File: config.mk
export PLATFORM = sky130hd
export DESIGN_NAME = whm_run_unit
export DESIGN_NICKNAME = d
export VERILOG_FILES = /design/src/design/wildcard_hostname_match_defines.svh /design/src/design/whm_pkg.sv /design/src/design/whm_run_unit.sv
export SDC_FILE = /design/constraint.sdc
export NUM_CORES = 2
export LEC_CHECK = 0
export BUFFER_PORTS_ARGS = -buffer_cell sky130_fd_sc_hd__buf_4
export CAP_MARGIN = 5
export CORE_MARGIN = 8
export CORE_UTILIZATION = 60
export CTS_BUF_LIST = sky130_fd_sc_hd__clkbuf_16
export DETAILED_ROUTE_END_ITERATION = 6
export GPL_ROUTABILITY_DRIVEN = 0
export PLACE_DENSITY = 0.77
export SYNTH_ARGS = -nofsm -noshare
export SYNTH_HDL_FRONTEND = slang
export SYNTH_SLANG_ARGS = --single-unit
File: constraint.sdc
create_clock -name clock -period 6.43 [get_ports clock]
set_clock_uncertainty 0.1 [all_clocks]
set_input_delay 1.286 -clock clock [delete_from_list [all_inputs] [get_ports clock]]
set_output_delay 1.286 -clock clock [all_outputs]
set_load 0.02 [all_outputs]
File: src/design/wildcard_hostname_match_defines.svh
// Assertion macros for the wildcard host name matcher.
// Used by the top level; needs a clock named clock and a reset named reset in scope.
`ifndef WILDCARD_HOSTNAME_MATCH_DEFINES_SVH
`define WILDCARD_HOSTNAME_MATCH_DEFINES_SVH

// Same-cycle implication, disabled during reset.
`define WHM_ASSERT_IMPL(label, ante, cons) \
   label: assert property (@(posedge clock) disable iff (reset) (ante) |-> (cons)) \
      else $error("whm assertion failed");

// Next-cycle implication, disabled during reset.
`define WHM_ASSERT_NEXT(label, ante, cons) \
   label: assert property (@(posedge clock) disable iff (reset) (ante) |=> (cons)) \
      else $error("whm assertion failed");

`endif

File: src/design/whm_pkg.sv
// Shared types, character constants and helper functions of the wildcard host name matcher.
// No dependencies; imported by whm_run_unit and wildcard_hostname_match.
package whm_pkg;

   localparam logic [7:0] CHAR_NUL     = 8'h00;
   localparam logic [7:0] CHAR_STAR    = 8'h2A;
   localparam logic [7:0] CHAR_DOT     = 8'h2E;
   localparam logic [7:0] CHAR_DASH    = 8'h2D;
   localparam logic [7:0] CHAR_UPPER_X = 8'h58;
   localparam logic [7:0] CHAR_UPPER_N = 8'h4E;
   localparam logic [7:0] CHAR_LOWER_A = 8'h61;
   localparam logic [7:0] CHAR_LOWER_Z = 8'h7A;
   localparam logic [7:0] CASE_OFFSET  = 8'h20;

   // length of the IDN label prefix "xn--"
   localparam int unsigned IDN_LEN = 4;

   typedef enum logic [2:0] {
      ST_IDLE,
      ST_FULL,
      ST_IDN,
      ST_DOMAIN,
      ST_PREFIX,
      ST_SUFFIX,
      ST_FINISH
   } whm_state_type;

   typedef struct packed {
      logic start;
      logic use_idn;
   } run_cmd_type;

   typedef struct packed {
      logic done;
      logic fail;
   } run_stat_type;

   // fold lower case ASCII to upper case
   function automatic logic [7:0] fold(input logic [7:0] c);
      logic [7:0] r;
      r = c;
      if (c >= CHAR_LOWER_A && c <= CHAR_LOWER_Z) begin
         r = c - CASE_OFFSET;
      end
      return r;
   endfunction

   // folded "xn--", one byte per position
   function automatic logic [7:0] idn_char(input logic [1:0] idx);
      logic [7:0] r;
      unique case (idx)
         2'd0: r = CHAR_UPPER_X;
         2'd1: r = CHAR_UPPER_N;
         default: r = CHAR_DASH;
      endcase
      return r;
   endfunction

endpackage

File: src/design/whm_run_unit.sv
// Pattern and host buffers with the shared case-folding byte compare that walks them.
// Depends on whm_pkg (fold, idn_char, run command and status structs).
module whm_run_unit #(
   parameter int MAX_LEN = 256
) (
   input  logic                        clock,
   input  logic                        reset,
   input  logic                        pat_we,
   input  logic [$clog2(MAX_LEN)-1:0]  pat_waddr,
   input  logic                        host_we,
   input  logic [$clog2(MAX_LEN)-1:0]  host_waddr,
   input  logic [7:0]                  wdata,
   input  whm_pkg::run_cmd_type        cmd,
   input  logic [$clog2(MAX_LEN)-1:0]  start_pa,
   input  logic [$clog2(MAX_LEN)-1:0]  start_ha,
   input  logic [$clog2(MAX_LEN)-1:0]  start_cnt,
   output whm_pkg::run_stat_type       stat
);
   import whm_pkg::*;

   localparam int AW = $clog2(MAX_LEN);

   logic [7:0] pat_mem  [MAX_LEN];
   logic [7:0] host_mem [MAX_LEN];

   logic [AW-1:0] pa_ff, ha_ff, cnt_ff;
   logic          pend_ff, fail_ff, idn_ff;
   logic [7:0]    pat_rd_ff, host_rd_ff, exp_ff;
   logic [7:0]    other;
   logic          mismatch;

   // buffers: one write and one registered read each
   always_ff @(posedge clock) begin
      if (pat_we) begin
         pat_mem[pat_waddr] <= wdata;
      end
      if (host_we) begin
         host_mem[host_waddr] <= wdata;
      end
      pat_rd_ff  <= pat_mem[pa_ff];
      host_rd_ff <= host_mem[ha_ff];
      exp_ff     <= idn_char(pa_ff[1:0]);
   end

   assign other    = idn_ff ? exp_ff : fold(host_rd_ff);
   assign mismatch = fold(pat_rd_ff) != other;

   // issue one address pair per cycle, compare the registered bytes in the cycle after
   always_ff @(posedge clock) begin
      if (reset) begin
         cnt_ff  <= '0;
         pend_ff <= 1'b0;
         fail_ff <= 1'b0;
         idn_ff  <= 1'b0;
      end else if (cmd.start) begin
         pa_ff   <= start_pa;
         ha_ff   <= start_ha;
         cnt_ff  <= start_cnt;
         pend_ff <= 1'b0;
         fail_ff <= 1'b0;
         idn_ff  <= cmd.use_idn;
      end else begin
         pend_ff <= cnt_ff != '0;
         if (cnt_ff != '0) begin
            pa_ff  <= pa_ff + AW'(1);
            ha_ff  <= ha_ff + AW'(1);
            cnt_ff <= cnt_ff - AW'(1);
         end
         if (pend_ff && mismatch) begin
            fail_ff <= 1'b1;
         end
      end
   end

   assign stat.done = (cnt_ff == '0) && !pend_ff;
   assign stat.fail = fail_ff;

endmodule
==> flow_summary.ini <==
[cts]
numClockSinks = 4144
clockBufferDepth = 4
worstSkewPairLatency_ps = 930
ctsHoldBuffers = 0
cts_tree = built
cts-resized-gates = 0
ctsHtreeMaxLevel = 5
cts_buffers = 392
clk_pin_slew_worst_paths_ps = 70
cts-root-buf = clkbuf_16
post_cts_buffers = 0

[grt]
gr-usage-all-layers = 0.287
grt_antenna_before_repair = 13
globalRouteMet2Util = 0.450
gr-max-usage-layer = met2
grt_max_degree = 214
first_global_vias = 81800
grtUsageMet3 = 0.0628
grt_overflow = 0
grt_pass1_wl_microns = 593000
grtUsageMet1 = 0.382

[logic_synthesis]
syn_avg_cell_area_sq_um = 21.4
synth_edf_count = 4112
synth_most_common_cell = edfxtp_1
yosysWarnings = 0
synthTopCellsByCount = edfxtp_1, mux4_2, nor2_1
netlist.area_leader.share = 0.765
ys_ff_latch = 4144
synth_area_leaders = edfxtp_1, mux4_2, mux2i_1
synthFlopType = edfxtp_1
syn_inst = 7533
ys_types = 72
async_reset_ff_frac = 0
synth_top_area_cell = edfxtp_1
synth_area_sq_um = 161000
synth_nets = 7595
synth-seq-area-share = 0.769

[timing]
tns_ps = 0
grt_setup_unrepaired = false
maxSlewViolCount = 0
fmax_mhz = 221
hold_viol_final = 0
fin_crit_sh = 0.703
finalSetupViolCount = 0
fin_hold_ws_ps = 523
relSlewSlack = 0.0552
post-route-min-period_ps = 4520
tightest_slew_ps = 1420

[outcome]
violations = DRC
outcome = complete, but fails checks

[setup_path]
cp_max_fo = 31
critPathTopFamily = flip-flops
cp_num_buf_inv = 1
start_kind = flip-flop
worst-endpoint-arrival_ps = 5190
max_stage_delay_ps = 1310
path_cells = buf_4, mux4_2, mux2i_1, o22ai_1, nor4_1, a21bo_2, o32ai_1
cp.required_ps = 7100
end_kind = flip-flop
critical_path.slowest_cell = edfxtp_1
crit_type = flip-flop to flip-flop

[floorplanning]
dieArea_sq_um = 286000
start_util = 0.603
num_rows = 190
io_pins = 56
die_y_microns = 535
die_x_microns = 535
core_sq_um = 268000

[layout]
syn_to_final_growth_pct = 10.1
drive_above_1_share = 0.228
fill_cells = 16000
nets = 7777
final_cell_area_sq_um = 178000

[min_path]
min_path_type = input pin to flip-flop

[power]
ir_worst_vdd_mv = 0.284
power.density_nw_per_um2 = 322
p_leak_nw = 55.6

[place]
hpwl_microns = 239000
io_buffers = 55
place_area_sq_um = 166000

[drt]
drt_first_iter_violations = 13200
via_per_inst = 7.04
first_pass_iters = 7
via_count = 81500
drc = 19
drt_wl_total_microns = 415000
routedWlPerCell_microns = 35.9
drtAntennaViolNets = 0

[flow_run]
cap_viol_max_count = 0
[tightest hold or removal path, delay by kind of cell]
kind                   cells  cell delay (ps)
AOI/OAI and AO/OA          1               50
buffers and inverters      1               80
and+or+nand+nor            1               70
[flip-flops by register name, indices dropped and copies added (netlist names)]
signal	count
host_mem	2048
pat_mem	2048
cnt_ff	8
ha_ff	8
host_rd_ff	8
pa_ff	8
pat_rd_ff	8
exp_ff	5
fail_ff	1
idn_ff	1
pend_ff	1
[metal layers]
metal | routed length (microns) | up-vias
met1 | 143000 | 42100
met4 | 27400 | 6
met5 | 37 | -
met3 | 48500 | 1218
li1 | - | 31800
met2 | 196000 | 6329
[per-stage QoR]
step,instances,setup WS [ps],utilization,power [mW]
3_3_place_gp,10900,1550,0.618,35.4
3_5_place_dp,10900,1920,0.619,35.5
6_report,11600,1910,0.664,57.2
2_1_floorplan,7533,2860,-,33.4
5_1_grt,11600,1880,0.664,58.4
4_1_cts,11600,2000,0.664,57.3
[layout by cell type, fill, tap and decap left out, types with 8 or more instances in the layout]
cell           n
nor2b_1       21
dfxtp_1       32
a21oi_1      136
a21o_1        11
a211oi_1      25
nor2_1       573
o21ai_1       11
buf_8          8
a222oi_1       8
inv_1        103
diode_2        8
bufinv_16     30
clkinv_2      66
o22ai_1       28
o211ai_1      19
and2_1         9
buf_4        179
o21ai_0       83
clkinv_1      88
nand4_1       13
edfxtp_1    4112
mux2_2        13
a221oi_1      65
nor3_1        35
xnor2_1       19
mux2i_1      327
o221ai_1      38
buf_12        44
ha_1           8
clkbuf_16    398
clkinvlp_4     9
nand3_1       44
a22oi_1       56
nand2b_1       8
mux4_2      1024
nand2_1      192
a31oi_1       20
[report_power, final]
part           total (mW)  leakage [nW]  internal (mW)  switching, mW
logic                5.12          12.1           1.89           3.23
clock network        22.2          6.25           12.4           9.81
registers            29.9          37.2           29.8          0.133
[worst paths after layout]
kind / cells past startpoint / endpoint / from / slack (ps)
hold reg to reg: 2 / pend_ff / cnt_ff[7] / 570
setup reg to reg: 7 / host_rd_ff[3] / ha_ff[0] / 1910
hold / removal: 3 / cnt_ff[7] / start_cnt[7] / 520
setup / recovery: 7 / host_rd_ff[3] / ha_ff[0] / 1910
[logic make-up after synthesis]
logic type,share of synthesized area
mux,0.164
compound gates,0.0241
flops,0.769
xor+xnor,0.00136
simple gates,0.0242
buf+inv,0.0170
fa+ha+maj,0.000620
[layout make-up]
cell class              instances  area (sq um)  area share
diodes                          8          20.0    0.000113
multi-input cells            2915         34700       0.195
well taps                    3552          4440      0.0250
clock buffers                 398          9960      0.0560
inverters                      28           115    0.000647
repair buffers                234          2370      0.0133
flip-flops and latches       4144        124000       0.698
clock inverters               287          2110      0.0119
No activity file was read; power rests on OpenSTA's default activity.
